[src/rtl/pgtl_pkg.sv]
// ----------------------------------------------------------------------------
// pgtl_pkg
// shared types, constants and helpers of the priority gated token limiter
// ----------------------------------------------------------------------------
`default_nettype none

package pgtl_pkg;

    localparam int QUEUE_DEPTH_DEF = 8;
    localparam int NUM_CLASSES_DEF = 4;
    localparam int MAX_RESULTS     = 32;

    localparam int TOK_W   = 16;
    localparam int USEC_W  = 20;
    localparam int SEC_W   = 32;
    localparam int CLS_W   = 3;
    localparam int TAG_W   = 8;
    localparam int STAT_W  = 3;
    localparam int CFG_IDX_W  = 3;
    localparam int CFG_DATA_W = 20;

    localparam logic [TOK_W-1:0]  RATE_RST = 16'd1024;
    localparam logic [USEC_W-1:0] THR0_RST = 20'(900 * 1000);
    localparam logic [USEC_W-1:0] THR1_RST = 20'(800 * 1000);
    localparam logic [USEC_W-1:0] THR2_RST = 20'(500 * 1000);
    localparam logic [USEC_W-1:0] THR3_RST = 20'd0;

    typedef enum logic [CFG_IDX_W-1:0] {
        CFG_TOKEN_RATE = 3'd0,
        CFG_THR0       = 3'd1,
        CFG_THR1       = 3'd2,
        CFG_THR2       = 3'd3,
        CFG_THR3       = 3'd4
    } cfg_idx_t;

    typedef enum logic [STAT_W-1:0] {
        ST_GRANT_NOW   = 3'd0,
        ST_QUEUED      = 3'd1,
        ST_REJECTED    = 3'd2,
        ST_GRANT_QUEUE = 3'd3,
        ST_NONE        = 3'd4
    } status_t;

    typedef enum logic [1:0] {
        OP_REQ   = 2'd0,
        OP_UNLIM = 2'd1,
        OP_WAKE  = 2'd2
    } op_t;

    typedef struct packed {
        op_t               op;
        logic [SEC_W-1:0]  now_sec;
        logic [USEC_W-1:0] usec;
        logic [CLS_W-1:0]  src_class;
        logic [TOK_W-1:0]  tokens;
        logic [TAG_W-1:0]  req_tag;
    } item_t;

    typedef struct packed {
        logic [TOK_W-1:0]             token_rate;
        logic [3:0][USEC_W-1:0]       thr;
    } cfg_t;

    typedef struct packed {
        logic [TAG_W-1:0] tag;
        logic [CLS_W-1:0] cls;
        status_t          status;
        logic [TOK_W-1:0] tokens_left;
    } res_t;

    // classes four and up share the class 3 threshold
    function automatic logic [USEC_W-1:0] thr_of(cfg_t c, logic [CLS_W-1:0] i);
        if (i < 3'd4)
            return c.thr[i[1:0]];
        return c.thr[3];
    endfunction

endpackage

`default_nettype wire

[src/rtl/pgtl_in_if.sv]
// ----------------------------------------------------------------------------
// pgtl_in_if
// request / wake channel with valid-ready handshake
// ----------------------------------------------------------------------------
`default_nettype none

interface pgtl_in_if;
    logic        valid;
    logic        ready;
    logic        kind;
    logic [31:0] now_sec;
    logic [19:0] usec_in_sec;
    logic [2:0]  src_class;
    logic [15:0] tokens;
    logic [7:0]  req_tag;

    modport source (output valid, kind, now_sec, usec_in_sec, src_class, tokens, req_tag,
                    input ready);
    modport sink   (input valid, kind, now_sec, usec_in_sec, src_class, tokens, req_tag,
                    output ready);
endinterface

`default_nettype wire

[src/rtl/pgtl_out_if.sv]
// ----------------------------------------------------------------------------
// pgtl_out_if
// result channel with valid-ready handshake
// ----------------------------------------------------------------------------
`default_nettype none

interface pgtl_out_if;
    logic        valid;
    logic        ready;
    logic [7:0]  out_tag;
    logic [2:0]  out_class;
    logic [2:0]  status;
    logic        wake_next_second;
    logic [19:0] wake_usec;
    logic [15:0] tokens_left;
    logic        last;

    modport source (output valid, out_tag, out_class, status, wake_next_second, wake_usec,
                    tokens_left, last, input ready);
    modport sink   (input valid, out_tag, out_class, status, wake_next_second, wake_usec,
                    tokens_left, last, output ready);
endinterface

`default_nettype wire

[src/rtl/pgtl_ram.sv]
// ----------------------------------------------------------------------------
// pgtl_ram
// simple dual port ram, one write and one registered read port
// ----------------------------------------------------------------------------
`default_nettype none

module pgtl_ram #(
    parameter int WIDTH = 8,
    parameter int DEPTH = 32
) (
    input  wire logic                     clk,
    input  wire logic                     we,
    input  wire logic [$clog2(DEPTH)-1:0] waddr,
    input  wire logic [WIDTH-1:0]         wdata,
    input  wire logic [$clog2(DEPTH)-1:0] raddr,
    output logic [WIDTH-1:0]              rdata
);
    logic [WIDTH-1:0] mem [DEPTH];

    always_ff @(posedge clk)
    begin
        if (we)
        begin
            mem[waddr] <= wdata;
        end
        rdata <= mem[raddr];
    end
endmodule

`default_nettype wire

[src/rtl/pgtl_front.sv]
// ----------------------------------------------------------------------------
// pgtl_front
// accepts transactions, classifies them and holds them in a two entry queue
// ----------------------------------------------------------------------------
`default_nettype none

module pgtl_front #(
    parameter int NUM_CLASSES = pgtl_pkg::NUM_CLASSES_DEF
) (
    input  wire logic           clk,
    input  wire logic           rst_n,
    pgtl_in_if.sink             in_ch,
    output logic                cmd_valid,
    input  wire logic           cmd_ready,
    output pgtl_pkg::item_t     cmd
);
    import pgtl_pkg::*;

    item_t      buf_reg [2];
    logic       wptr_reg;
    logic       rptr_reg;
    logic [1:0] cnt_reg;
    item_t      item;
    logic       push;
    logic       pop;

    always_comb
    begin
        item.now_sec   = in_ch.now_sec;
        item.usec      = in_ch.usec_in_sec;
        item.src_class = in_ch.src_class;
        item.tokens    = in_ch.tokens;
        item.req_tag   = in_ch.req_tag;
        if (in_ch.kind)
            item.op = OP_WAKE;
        else if (32'(in_ch.src_class) >= NUM_CLASSES)
            item.op = OP_UNLIM;
        else
            item.op = OP_REQ;
    end

    assign in_ch.ready = (cnt_reg != 2'd2);
    assign cmd_valid   = (cnt_reg != 2'd0);
    assign cmd         = buf_reg[rptr_reg];
    assign push        = in_ch.valid && in_ch.ready;
    assign pop         = cmd_valid && cmd_ready;

    always_ff @(posedge clk or negedge rst_n)
    begin
        if (!rst_n)
        begin
            wptr_reg <= 1'b0;
            rptr_reg <= 1'b0;
            cnt_reg  <= 2'd0;
        end
        else
        begin
            if (push)
            begin
                buf_reg[wptr_reg] <= item;
                wptr_reg          <= ~wptr_reg;
            end
            if (pop)
            begin
                rptr_reg <= ~rptr_reg;
            end
            cnt_reg <= cnt_reg + 2'(push) - 2'(pop);
        end
    end
endmodule

`default_nettype wire

[src/rtl/pgtl_engine.sv]
// ----------------------------------------------------------------------------
// pgtl_engine
// token bucket, class queues, wake dispatch and result delivery
// ----------------------------------------------------------------------------
`default_nettype none

module pgtl_engine #(
    parameter int QUEUE_DEPTH = pgtl_pkg::QUEUE_DEPTH_DEF,
    parameter int NUM_CLASSES = pgtl_pkg::NUM_CLASSES_DEF
) (
    input  wire logic           clk,
    input  wire logic           rst_n,
    input  wire pgtl_pkg::cfg_t cfg,
    input  wire logic           cmd_valid,
    output logic                cmd_ready,
    input  wire pgtl_pkg::item_t cmd,
    pgtl_out_if.source          out_ch
);
    import pgtl_pkg::*;

    localparam int CW    = $clog2(NUM_CLASSES);
    localparam int SW    = (QUEUE_DEPTH > 1) ? $clog2(QUEUE_DEPTH) : 1;
    localparam int CNTW  = $clog2(QUEUE_DEPTH + 1);
    localparam int QAW   = CW + SW;
    localparam int QDEP  = 1 << QAW;
    localparam int RAW   = $clog2(MAX_RESULTS);
    localparam int NW    = RAW + 1;
    localparam int QEW   = TAG_W + TOK_W;
    localparam logic [CNTW-1:0] QD_C   = CNTW'(QUEUE_DEPTH);
    localparam logic [CW-1:0]   NC_M1  = CW'(NUM_CLASSES - 1);
    localparam logic [CW:0]     NC_C   = (CW + 1)'(NUM_CLASSES);
    localparam logic [NW-1:0]   MAXR_C = NW'(MAX_RESULTS);

    typedef enum logic [3:0] {
        S_IDLE, S_REFILL, S_REQ, S_CLS, S_RD, S_EV, S_NEXTV,
        S_WDONE, S_HINT, S_DRD, S_DLOAD, S_DHOLD
    } state_t;

    state_t            state_reg;
    item_t             cur_reg;
    logic [TOK_W-1:0]  avail_reg;
    logic [SEC_W-1:0]  nrs_reg;
    logic [CW-1:0]     start_reg;
    logic [CW-1:0]     v_reg;
    logic [CW-1:0]     cls_reg;
    logic [CNTW-1:0]   count_reg [NUM_CLASSES];
    logic [CNTW-1:0]   cnt_reg;
    logic [CNTW-1:0]   rd_reg;
    logic [CNTW-1:0]   wr_reg;
    logic [NW-1:0]     n_reg;
    logic [NW-1:0]     k_reg;
    logic              nxt_reg;
    logic [USEC_W-1:0] wus_reg;
    logic              out_valid_reg;
    logic              last_reg;
    res_t              out_res_reg;

    logic [CW-1:0]     cls_req;
    logic [CW:0]       cls_sum;
    logic [CW-1:0]     cls_vis;
    logic [CW-1:0]     idx_sel;
    logic [CNTW-1:0]   cnt_sel;
    logic [USEC_W-1:0] thr_sel;
    logic              grant;
    logic [TAG_W-1:0]  e_tag;
    logic [TOK_W-1:0]  e_need;
    logic              fits;
    logic [CNTW-1:0]   wr_next;
    logic              hint_nxt;
    logic [USEC_W-1:0] hint_wus;
    logic              found;
    logic [USEC_W-1:0] found_thr;

    logic              q_we;
    logic [QAW-1:0]    q_waddr;
    logic [QEW-1:0]    q_wdata;
    logic [QAW-1:0]    q_raddr;
    logic [QEW-1:0]    q_rdata;
    logic              r_we;
    res_t              r_wdata;
    res_t              r_rdata;

    pgtl_ram #(.WIDTH(QEW), .DEPTH(QDEP)) u_queue_ram (
        .clk   (clk),
        .we    (q_we),
        .waddr (q_waddr),
        .wdata (q_wdata),
        .raddr (q_raddr),
        .rdata (q_rdata)
    );

    pgtl_ram #(.WIDTH($bits(res_t)), .DEPTH(MAX_RESULTS)) u_result_ram (
        .clk   (clk),
        .we    (r_we),
        .waddr (n_reg[RAW-1:0]),
        .wdata (r_wdata),
        .raddr (k_reg[RAW-1:0]),
        .rdata (r_rdata)
    );

    assign cls_req = cur_reg.src_class[CW-1:0];
    assign cls_sum = {1'b0, start_reg} + {1'b0, v_reg};
    assign cls_vis = (cls_sum >= NC_C) ? CW'(cls_sum - NC_C) : cls_sum[CW-1:0];
    assign idx_sel = (state_reg == S_REQ) ? cls_req : cls_vis;
    assign cnt_sel = count_reg[idx_sel];
    assign thr_sel = thr_of(cfg, CLS_W'(idx_sel));
    assign grant   = (avail_reg >= cur_reg.tokens) && (cur_reg.usec >= thr_sel)
                     && (cnt_sel == '0);
    assign e_tag   = q_rdata[QEW-1:TOK_W];
    assign e_need  = q_rdata[TOK_W-1:0];
    assign fits    = (avail_reg != '0) && (n_reg < MAXR_C) && (e_need <= avail_reg);
    assign wr_next = fits ? wr_reg : wr_reg + CNTW'(1);
    assign q_raddr = {cls_reg, rd_reg[SW-1:0]};

    // wake hint from the state left after the transaction
    always_comb
    begin
        found     = 1'b0;
        found_thr = '0;
        for (int i = 0; i < NUM_CLASSES; i++)
        begin
            if (cur_reg.usec < thr_of(cfg, CLS_W'(i)))
            begin
                found     = 1'b1;
                found_thr = thr_of(cfg, CLS_W'(i));
            end
        end
        hint_nxt = 1'b1;
        hint_wus = '0;
        if (!(cur_reg.now_sec >= nrs_reg || avail_reg == '0) && found)
        begin
            hint_nxt = 1'b0;
            hint_wus = found_thr;
        end
    end

    always_comb
    begin
        q_we    = 1'b0;
        q_waddr = {cls_reg, wr_reg[SW-1:0]};
        q_wdata = q_rdata;
        r_we    = 1'b0;
        r_wdata = '{tag: cur_reg.req_tag, cls: cur_reg.src_class, status: ST_GRANT_NOW,
                    tokens_left: avail_reg};
        unique case (state_reg)
            S_REQ:
            begin
                r_we = 1'b1;
                if (cur_reg.op == OP_REQ)
                begin
                    if (grant)
                    begin
                        r_wdata.tokens_left = avail_reg - cur_reg.tokens;
                    end
                    else if (cnt_sel < QD_C)
                    begin
                        q_we           = 1'b1;
                        q_waddr        = {cls_req, cnt_sel[SW-1:0]};
                        q_wdata        = {cur_reg.req_tag, cur_reg.tokens};
                        r_wdata.status = ST_QUEUED;
                    end
                    else
                    begin
                        r_wdata.status = ST_REJECTED;
                    end
                end
            end
            S_EV:
            begin
                q_we    = !fits;
                r_we    = fits;
                r_wdata = '{tag: e_tag, cls: CLS_W'(cls_reg), status: ST_GRANT_QUEUE,
                            tokens_left: avail_reg - e_need};
            end
            S_WDONE:
            begin
                r_we    = (n_reg == '0);
                r_wdata = '{tag: '0, cls: '0, status: ST_NONE, tokens_left: avail_reg};
            end
            default:
            begin
            end
        endcase
    end

    assign cmd_ready = (state_reg == S_IDLE);

    always_ff @(posedge clk or negedge rst_n)
    begin
        if (!rst_n)
        begin
            state_reg     <= S_IDLE;
            cur_reg       <= '0;
            avail_reg     <= '0;
            nrs_reg       <= '0;
            start_reg     <= '0;
            v_reg         <= '0;
            cls_reg       <= '0;
            cnt_reg       <= '0;
            rd_reg        <= '0;
            wr_reg        <= '0;
            n_reg         <= '0;
            k_reg         <= '0;
            nxt_reg       <= 1'b0;
            wus_reg       <= '0;
            out_valid_reg <= 1'b0;
            last_reg      <= 1'b0;
            out_res_reg   <= '0;
            for (int i = 0; i < NUM_CLASSES; i++)
            begin
                count_reg[i] <= '0;
            end
        end
        else
        begin
            unique case (state_reg)
                S_IDLE:
                begin
                    if (cmd_valid)
                    begin
                        cur_reg   <= cmd;
                        n_reg     <= '0;
                        k_reg     <= '0;
                        state_reg <= S_REFILL;
                    end
                end
                S_REFILL:
                begin
                    if (cur_reg.op != OP_UNLIM && cur_reg.now_sec >= nrs_reg)
                    begin
                        avail_reg <= cfg.token_rate;
                        nrs_reg   <= cur_reg.now_sec + 32'd1;
                    end
                    v_reg     <= '0;
                    state_reg <= (cur_reg.op == OP_WAKE) ? S_CLS : S_REQ;
                end
                S_REQ:
                begin
                    n_reg <= NW'(1);
                    if (cur_reg.op == OP_REQ)
                    begin
                        if (grant)
                            avail_reg <= avail_reg - cur_reg.tokens;
                        else if (cnt_sel < QD_C)
                            count_reg[cls_req] <= cnt_sel + CNTW'(1);
                    end
                    state_reg <= S_HINT;
                end
                S_CLS:
                begin
                    cls_reg <= cls_vis;
                    cnt_reg <= cnt_sel;
                    rd_reg  <= '0;
                    wr_reg  <= '0;
                    if (cur_reg.usec < thr_sel || cnt_sel == '0)
                        state_reg <= S_NEXTV;
                    else
                        state_reg <= S_RD;
                end
                S_RD:
                begin
                    state_reg <= S_EV;
                end
                S_EV:
                begin
                    if (fits)
                    begin
                        avail_reg <= avail_reg - e_need;
                        n_reg     <= n_reg + NW'(1);
                    end
                    wr_reg <= wr_next;
                    rd_reg <= rd_reg + CNTW'(1);
                    if (rd_reg + CNTW'(1) == cnt_reg)
                    begin
                        count_reg[cls_reg] <= wr_next;
                        state_reg          <= S_NEXTV;
                    end
                    else
                    begin
                        state_reg <= S_RD;
                    end
                end
                S_NEXTV:
                begin
                    if (v_reg == NC_M1)
                    begin
                        state_reg <= S_WDONE;
                    end
                    else
                    begin
                        v_reg     <= v_reg + CW'(1);
                        state_reg <= S_CLS;
                    end
                end
                S_WDONE:
                begin
                    start_reg <= (start_reg == NC_M1) ? '0 : start_reg + CW'(1);
                    if (n_reg == '0)
                        n_reg <= NW'(1);
                    state_reg <= S_HINT;
                end
                S_HINT:
                begin
                    nxt_reg   <= hint_nxt;
                    wus_reg   <= hint_wus;
                    state_reg <= S_DRD;
                end
                S_DRD:
                begin
                    state_reg <= S_DLOAD;
                end
                S_DLOAD:
                begin
                    out_valid_reg <= 1'b1;
                    out_res_reg   <= r_rdata;
                    last_reg      <= (k_reg + NW'(1) == n_reg);
                    state_reg     <= S_DHOLD;
                end
                S_DHOLD:
                begin
                    if (out_ch.ready)
                    begin
                        out_valid_reg <= 1'b0;
                        k_reg         <= k_reg + NW'(1);
                        state_reg     <= last_reg ? S_IDLE : S_DRD;
                    end
                end
                default:
                begin
                    state_reg <= S_IDLE;
                end
            endcase
        end
    end

    assign out_ch.valid            = out_valid_reg;
    assign out_ch.out_tag          = out_res_reg.tag;
    assign out_ch.out_class        = out_res_reg.cls;
    assign out_ch.status           = out_res_reg.status;
    assign out_ch.tokens_left      = out_res_reg.tokens_left;
    assign out_ch.wake_next_second = nxt_reg;
    assign out_ch.wake_usec        = wus_reg;
    assign out_ch.last             = last_reg;
endmodule

`default_nettype wire

[src/rtl/priority_gated_token_limiter.sv]
// ----------------------------------------------------------------------------
// priority_gated_token_limiter
// per-second token budget shared by priority classes with queued dispatch
// ----------------------------------------------------------------------------
//  channel  | dir | handshake       | carries
//  ---------+-----+-----------------+-------------------------------------------
//  in_ch    | in  | valid / ready   | kind, now_sec, usec_in_sec, src_class, ...
//  out_ch   | out | valid / ready   | out_tag, out_class, status, wake hint, last
//  cfg      | in  | cfg_we only     | cfg_index, cfg_data (no read-back)
//
//  a request yields a single result; a wake visits every class from the rotating
//  start class, scans the entries queued in each class whose threshold is met,
//  then returns its results one by one; the queue ram read port sets the scan speed
//  the front holds two transactions, so input is taken while the back works
//  reset clears tokens, counts and the rotating start class; queue ram is
//  not cleared, only slots below a class count are ever read
`default_nettype none

module priority_gated_token_limiter #(
    parameter int QUEUE_DEPTH = pgtl_pkg::QUEUE_DEPTH_DEF,
    parameter int NUM_CLASSES = pgtl_pkg::NUM_CLASSES_DEF
) (
    input  wire logic                              clk,
    input  wire logic                              rst_n,
    pgtl_in_if.sink                                in_ch,
    pgtl_out_if.source                             out_ch,
    input  wire logic                              cfg_we,
    input  wire logic [pgtl_pkg::CFG_IDX_W-1:0]    cfg_index,
    input  wire logic [pgtl_pkg::CFG_DATA_W-1:0]   cfg_data
);
    import pgtl_pkg::*;

    cfg_t   cfg_reg;
    item_t  cmd;
    logic   cmd_valid;
    logic   cmd_ready;

    // configuration registers, to be written while idle; the block itself does not enforce this
    always_ff @(posedge clk or negedge rst_n)
    begin
        if (!rst_n)
        begin
            cfg_reg.token_rate <= RATE_RST;
            cfg_reg.thr[0]     <= THR0_RST;
            cfg_reg.thr[1]     <= THR1_RST;
            cfg_reg.thr[2]     <= THR2_RST;
            cfg_reg.thr[3]     <= THR3_RST;
        end
        else if (cfg_we)
        begin
            case (cfg_index)
                CFG_TOKEN_RATE: cfg_reg.token_rate <= cfg_data[TOK_W-1:0];
                CFG_THR0:       cfg_reg.thr[0]     <= cfg_data;
                CFG_THR1:       cfg_reg.thr[1]     <= cfg_data;
                CFG_THR2:       cfg_reg.thr[2]     <= cfg_data;
                CFG_THR3:       cfg_reg.thr[3]     <= cfg_data;
                default:
                begin
                end
            endcase
        end
    end

    // front: accept and classify, two entry queue
    pgtl_front #(.NUM_CLASSES(NUM_CLASSES)) u_front (
        .clk       (clk),
        .rst_n     (rst_n),
        .in_ch     (in_ch),
        .cmd_valid (cmd_valid),
        .cmd_ready (cmd_ready),
        .cmd       (cmd)
    );

    // back: token bucket, class queues and result delivery
    pgtl_engine #(.QUEUE_DEPTH(QUEUE_DEPTH), .NUM_CLASSES(NUM_CLASSES)) u_engine (
        .clk       (clk),
        .rst_n     (rst_n),
        .cfg       (cfg_reg),
        .cmd_valid (cmd_valid),
        .cmd_ready (cmd_ready),
        .cmd       (cmd),
        .out_ch    (out_ch)
    );

    // the no-grant result is always the only one of its wake
    a_none_single: assert property (@(posedge clk) disable iff (!rst_n)
        (out_ch.valid && out_ch.status == ST_NONE) |-> (out_ch.last && out_ch.out_tag == '0))
        else $error("no-grant result not single");

    // requests yield exactly one result
    a_req_single: assert property (@(posedge clk) disable iff (!rst_n)
        (out_ch.valid && (out_ch.status == ST_GRANT_NOW || out_ch.status == ST_QUEUED ||
                          out_ch.status == ST_REJECTED)) |-> out_ch.last)
        else $error("request result not marked last");

    // after the last result the back returns to idle before the next transaction
    a_gap_after_last: assert property (@(posedge clk) disable iff (!rst_n)
        (out_ch.valid && out_ch.ready && out_ch.last) |=> !out_ch.valid)
        else $error("result straight after last");
endmodule

`default_nettype wire
[src/flat_wrapper.sv]
// flat-port wrapper written by rule: the top's interface ports become plain ports
module priority_gated_token_limiter_flat import pgtl_pkg::*;
#(
    parameter int QUEUE_DEPTH = pgtl_pkg::QUEUE_DEPTH_DEF,
    parameter int NUM_CLASSES = pgtl_pkg::NUM_CLASSES_DEF
)
  (clk, rst_n, cfg_we, cfg_index, cfg_data, in_ch_valid, in_ch_kind, in_ch_now_sec, in_ch_usec_in_sec, in_ch_src_class, in_ch_tokens, in_ch_req_tag, in_ch_ready, out_ch_valid, out_ch_out_tag, out_ch_out_class, out_ch_status, out_ch_wake_next_second, out_ch_wake_usec, out_ch_tokens_left, out_ch_last, out_ch_ready);
  pgtl_in_if in_ch_i ();
  pgtl_out_if out_ch_i ();
  input  wire logic clk;
  input  wire logic rst_n;
  input  wire logic cfg_we;
  input  wire logic [pgtl_pkg::CFG_IDX_W-1:0] cfg_index;
  input  wire logic [pgtl_pkg::CFG_DATA_W-1:0] cfg_data;
  input wire logic [$bits(in_ch_i.valid)-1:0] in_ch_valid;
  input wire logic [$bits(in_ch_i.kind)-1:0] in_ch_kind;
  input wire logic [$bits(in_ch_i.now_sec)-1:0] in_ch_now_sec;
  input wire logic [$bits(in_ch_i.usec_in_sec)-1:0] in_ch_usec_in_sec;
  input wire logic [$bits(in_ch_i.src_class)-1:0] in_ch_src_class;
  input wire logic [$bits(in_ch_i.tokens)-1:0] in_ch_tokens;
  input wire logic [$bits(in_ch_i.req_tag)-1:0] in_ch_req_tag;
  output wire logic [$bits(in_ch_i.ready)-1:0] in_ch_ready;
  output wire logic [$bits(out_ch_i.valid)-1:0] out_ch_valid;
  output wire logic [$bits(out_ch_i.out_tag)-1:0] out_ch_out_tag;
  output wire logic [$bits(out_ch_i.out_class)-1:0] out_ch_out_class;
  output wire logic [$bits(out_ch_i.status)-1:0] out_ch_status;
  output wire logic [$bits(out_ch_i.wake_next_second)-1:0] out_ch_wake_next_second;
  output wire logic [$bits(out_ch_i.wake_usec)-1:0] out_ch_wake_usec;
  output wire logic [$bits(out_ch_i.tokens_left)-1:0] out_ch_tokens_left;
  output wire logic [$bits(out_ch_i.last)-1:0] out_ch_last;
  input wire logic [$bits(out_ch_i.ready)-1:0] out_ch_ready;
  assign in_ch_i.valid = in_ch_valid;
  assign in_ch_i.kind = in_ch_kind;
  assign in_ch_i.now_sec = in_ch_now_sec;
  assign in_ch_i.usec_in_sec = in_ch_usec_in_sec;
  assign in_ch_i.src_class = in_ch_src_class;
  assign in_ch_i.tokens = in_ch_tokens;
  assign in_ch_i.req_tag = in_ch_req_tag;
  assign in_ch_ready = in_ch_i.ready;
  assign out_ch_valid = out_ch_i.valid;
  assign out_ch_out_tag = out_ch_i.out_tag;
  assign out_ch_out_class = out_ch_i.out_class;
  assign out_ch_status = out_ch_i.status;
  assign out_ch_wake_next_second = out_ch_i.wake_next_second;
  assign out_ch_wake_usec = out_ch_i.wake_usec;
  assign out_ch_tokens_left = out_ch_i.tokens_left;
  assign out_ch_last = out_ch_i.last;
  assign out_ch_i.ready = out_ch_ready;
  priority_gated_token_limiter #(.QUEUE_DEPTH(QUEUE_DEPTH), .NUM_CLASSES(NUM_CLASSES)) u_core (.clk(clk), .rst_n(rst_n), .in_ch(in_ch_i), .out_ch(out_ch_i), .cfg_we(cfg_we), .cfg_index(cfg_index), .cfg_data(cfg_data));
endmodule
[config.mk]
export PLATFORM = sky130hd
export DESIGN_NAME = priority_gated_token_limiter_flat
export DESIGN_NICKNAME = d
export VERILOG_FILES = /design/src/rtl/pgtl_pkg.sv /design/src/rtl/pgtl_in_if.sv /design/src/rtl/pgtl_out_if.sv /design/src/rtl/pgtl_ram.sv /design/src/rtl/pgtl_front.sv /design/src/rtl/pgtl_engine.sv /design/src/rtl/priority_gated_token_limiter.sv /design/src/flat_wrapper.sv
export SDC_FILE = /design/constraint.sdc
export NUM_CORES = 2
export LEC_CHECK = 0
export CAP_MARGIN = 15
export CORE_MARGIN = 4
export CORE_UTILIZATION = 60
export DETAILED_ROUTE_END_ITERATION = 12
export DONT_BUFFER_PORTS = 1
export PLACE_DENSITY = 0.77
export SLEW_MARGIN = 0
export SYNTH_ARGS = -nofsm -noshare
export SYNTH_HDL_FRONTEND = slang
export SYNTH_SLANG_ARGS = --single-unit
[constraint.sdc]
create_clock -name clk -period 17.1 [get_ports clk]
set_input_delay 5.13 -clock clk [delete_from_list [all_inputs] [get_ports clk]]
set_output_delay 5.13 -clock clk [all_outputs]
set_load 0.01 [all_outputs]
==> metrics.md <==
| Metric | Value |
|---|---|
| R2r endpoint | u_core.u_engine.u_result_ram.mem[16][1] |
| Mean post-synth cell area | 18.0 um2 |
| P_sw | 5.68 mW |
| Maximum net fanout on the critical path | 32 |
| WL per Instance | 31.5 um |
| Complex-gate fraction of the synthesized area | 4.43% |
| Warnings, synthesis | 0 |
| Pwr/cell area | 169 nW/um2 |
| FP Rows | 144 |
| Starting density of the core | 60.5% |
| Slowest cell on the critical path | a222oi_1 |
| CTS tree | built |
| Worst-path cell chain | or4b_1, mux2i_4, buf_4, mux4_2, inv_1, ha_1, nand4_1, nor4_1, o21ai_0, o211ai_1, nand2_1, o31a_1, a222oi_1, inv_1 |
| Largest family of logic cells by synthesized area | multiplexers |
| HP Start | u_core.u_engine.u_result_ram.rdata[10] |
| Post-synth EDFFs | 1890 |
| CP Capture Type | flop |
| Post-CTS setup buffer count | 0 |
| Largest net degree at the start of global routing | 335 |
| Port buffer count | 0 |
| Crit path required time | 17500 ps |
| Iter 0 DRT Violations | 7455 |
| Die Wd | 403 um |
| Dpl hpwl | 135 mm |
| Post-route cell area | 104000 um2 |
| Gr ovfl total | 0 |
| Internal reg-to-reg setup slack | 9890 ps |
| Post-CTS Hold Fix Bufs | 0 |
| Most frequent cell on the critical path | inv_1 |
| Sequential-to-total area share from yosys stat | 70.8% |
| Slew @ Worst Pin | 1200 ps |
| Mapped cell area | 93500 um2 |
| Max stage delay on crit path | 950 ps |
| WP buf/inv | 3 |
| Normalized max-slew margin | 19.4% |
| Post-Route WL | 237 mm |
| Endpoints failing setup | 0 |
| Cells on worst reg2reg path | 14 |
| Worst skew pair latency | 890 ps |
| Sum Neg Setup Slack | 0 ps |
| Xor/xnor cell area share of the yosys netlist | 0.719% |
| Root buf cell | clkbuf_16 |
| Synth cell types | 78 |
| Clock skew | 106 ps |
| Reg2Reg Launch Point | u_core.u_engine.state_reg[0] |
| Syn_nets | 5492 |
| Fin crit share | 42.1% |
| Critical path arrival | 7600 ps |
| First-pass GRT wire length | 346 mm |
| Initial DRT Pass Iterations | 6 |
| Max cap viols | 0 |
| Placed cell areas | 96500 um2 |
| # IOs | 162 |
| Combinational Power Share | 28.5% |
| Synthesis-to-finish area growth | 11.4% |
| Hold WC Path Type | reg2reg |
| Synth Register Bits | 2276 |
| Clock transition at path regs | 70 ps |
| P_int | 11.9 mW |
| Routability cong. | 0.915 |
| Fmax achieved | 139 MHz |
| Worst Setup Path Type | reg2reg |
| Clock share of power | 27.8% |
| Minimum clock period | 7210 ps |
| Final Hold Fails | 0 |
| Cells after Synth | 5207 |
| Initial antenna violation count | 7 |
| P_leak | 34.9 nW |
| Via count | 50400 |
| VDD IR max | 0.129 mV |
| Ys async rst share | 14.6% |
| Vias in the first global route | 50400 |
| Outcome | finished, final reports clean |
| Share of cells above drive strength 1 | 22.7% |
| DIE AREA | 162000 um2 |
| Most used DFF post-synth | edfxtp_1 |
| Max Slew Vio Count | 0 |
| Nets | 5565 |
| Flip-flop count of the largest register after layout | 960 |
| Reg power frac | 43.7% |
| Crit path max-delay family | compound AO/OA/AOI/OAI gates |
| Startpoint types | flop |
| CTS Buf Count | 214 |
| Hold Path Sink | u_core.u_engine.out_ch.tokens_left[10] |
| CTS sink cnt | 2276 |
| Antenna-violating nets left | 0 |
| Hold path depth | 1 |
| Drc violations | 0 |
| Post-CTS Resized | 0 |
| H-tree depth | 4 |
| Sw Share | 32.3% |
| Unrepaired setup endpoints after global routing | false |
| Post-Synth Simple-Gate Area | 3.61% |
| DR vias/cell | 6.70 |
| Mux contribution to synthesized area | 16.3% |
| Adder-cell share of the synthesized area | 2.38% |
| Clock buffer depth | 3 |
| Fin util | 67.4% |
| GRT Overall Usage | 29.3% |
| Die Y | 403 um |
| CORE AREA | 154000 um2 |
-- metrics by stage --
| stage | setup WS, ps | std cells | hold WS [ps] | power [mW] |
|---|---|---|---|---|
| after global placement | 10150 | 7094 | 441 | 12.4 |
| final | 9890 | 7514 | 447 | 17.6 |
| after global routing | 9530 | 7512 | 475 | 18.3 |
| after CTS | 9990 | 7498 | 449 | 17.5 |
| after detailed placement | 9980 | 7094 | 446 | 12.6 |
| after floorplan | 5310 | 5207 | 439 | 10.9 |
-- logic make-up after synthesis --
family / Yosys count
DFF: 2276
muxes: 857
and+or+nand+nor: 735
AOI/OAI and AO/OA: 644
buffers and inverters: 443
adders and majority gates: 177
xor gates and xnor gates: 75
-- worst max path at each step --
stage | startpoint | endpoint | slack, ps | depth (start not counted)
6_report | u_core.u_engine.state_reg[0] | u_core.u_engine.u_result_ram.mem[16][1] | 9890 | 14
3_5_place_dp | u_core.u_engine.state_reg[0] | u_core.u_engine.u_queue_ram.mem[29][18] | 9980 | 15
4_1_cts | u_core.u_engine.state_reg[0] | u_core.u_engine.u_queue_ram.mem[29][20] | 9990 | 15
5_1_grt | u_core.u_engine.state_reg[0] | u_core.u_engine.u_queue_ram.mem[29][2] | 9530 | 15
3_3_place_gp | u_core.u_engine.state_reg[0] | u_core.u_engine.u_queue_ram.mem[29][17] | 10150 | 15
2_1_floorplan | in_ch_valid | u_core.u_front.buf_reg[0][0] | 5310 | 2
-- cells in the final DEF, fill, tap and decap left out, types with 51 or more instances in the layout --
cell type,netlist,final
edfxtp_1,1890,1890
mux4_2,512,512
dfrtp_1,307,298
nand2_1,222,222
clkbuf_16,0,218
mux2i_1,217,216
inv_1,192,192
nor2_1,238,186
ha_1,175,175
a21oi_1,158,157
o21ai_0,172,156
mux2_2,116,116
buf_4,1,94
o22ai_1,56,55
dfxtp_1,54,54
nand3_1,52,52
nor2_4,0,51
-- cell usage after synthesis (all sizes together), types with 10 or more instances --
cell type,number,area (um2)
edfxtp,1890,56800
mux4,512,11500
dfrtp,307,7680
nor2,238,893
nand2,222,833
mux2i,218,2190
inv,192,721
clkbuf,179,672
ha,175,2190
o21ai,172,861
a21oi,159,800
mux2,127,1470
buf,72,310
o22ai,56,350
dfxtp,54,1080
nand3,52,260
nor3,52,265
xnor2,49,429
nor2b,32,200
or2,28,175
a21o,27,203
dfstp,25,657
nand4,25,156
xor2,25,219
a211o,23,201
a21boi,23,173
a22oi,23,173
nand2b,22,145
a221o,21,210
a211oi,17,128
nor4,17,106
a22o,15,131
o2bb2ai,15,131
a221oi,13,114
and3,12,75.1
o21a,12,90.1
o31ai,10,75.1
-- per-layer routing --
layer,vias to the layer above,wire [um],track usage [%]
met5,-,14,0
met4,2,9900,10.9
met3,524,23100,5.90
met2,3006,115000,46.9
met1,26000,88800,40.8
li1,20900,-,-
-- final cells by class --
type / count / area [um2]
sequential: 2276 / 66200
fill: 9532 / 50300
multi-input combinational: 2488 / 26300
clock buffer: 284 / 5910
tap: 2044 / 2560
clock inverter: 120 / 1400
timing repair buffer: 108 / 1060
inverter: 192 / 721
antenna: 2 / 5.00
-- power by group through the flow --
stage / Sequential [mW] / Clock, mW / Combinational [mW]
2_1_floorplan: 7.45 / 0 / 3.49
6_report: 7.68 / 4.88 / 5.00
3_5_place_dp: 7.79 / 0 / 4.80
3_3_place_gp: 7.78 / 0 / 4.67
5_1_grt: 7.72 / 5.19 / 5.40
4_1_cts: 7.68 / 4.92 / 4.86
-- worst register-to-register path: stages (launching register included) --
cell and delay, ps:
dfrtp_1 620, or4b_1 850, mux2i_4 230, buf_4 460, mux4_2 590, inv_1 80, ha_1 150, nand4_1 190
nor4_1 380, o21ai_0 150, o211ai_1 650, nand2_1 290, o31a_1 540, a222oi_1 950, inv_1 680
Note: power is estimated with default switching activity, not from simulation.
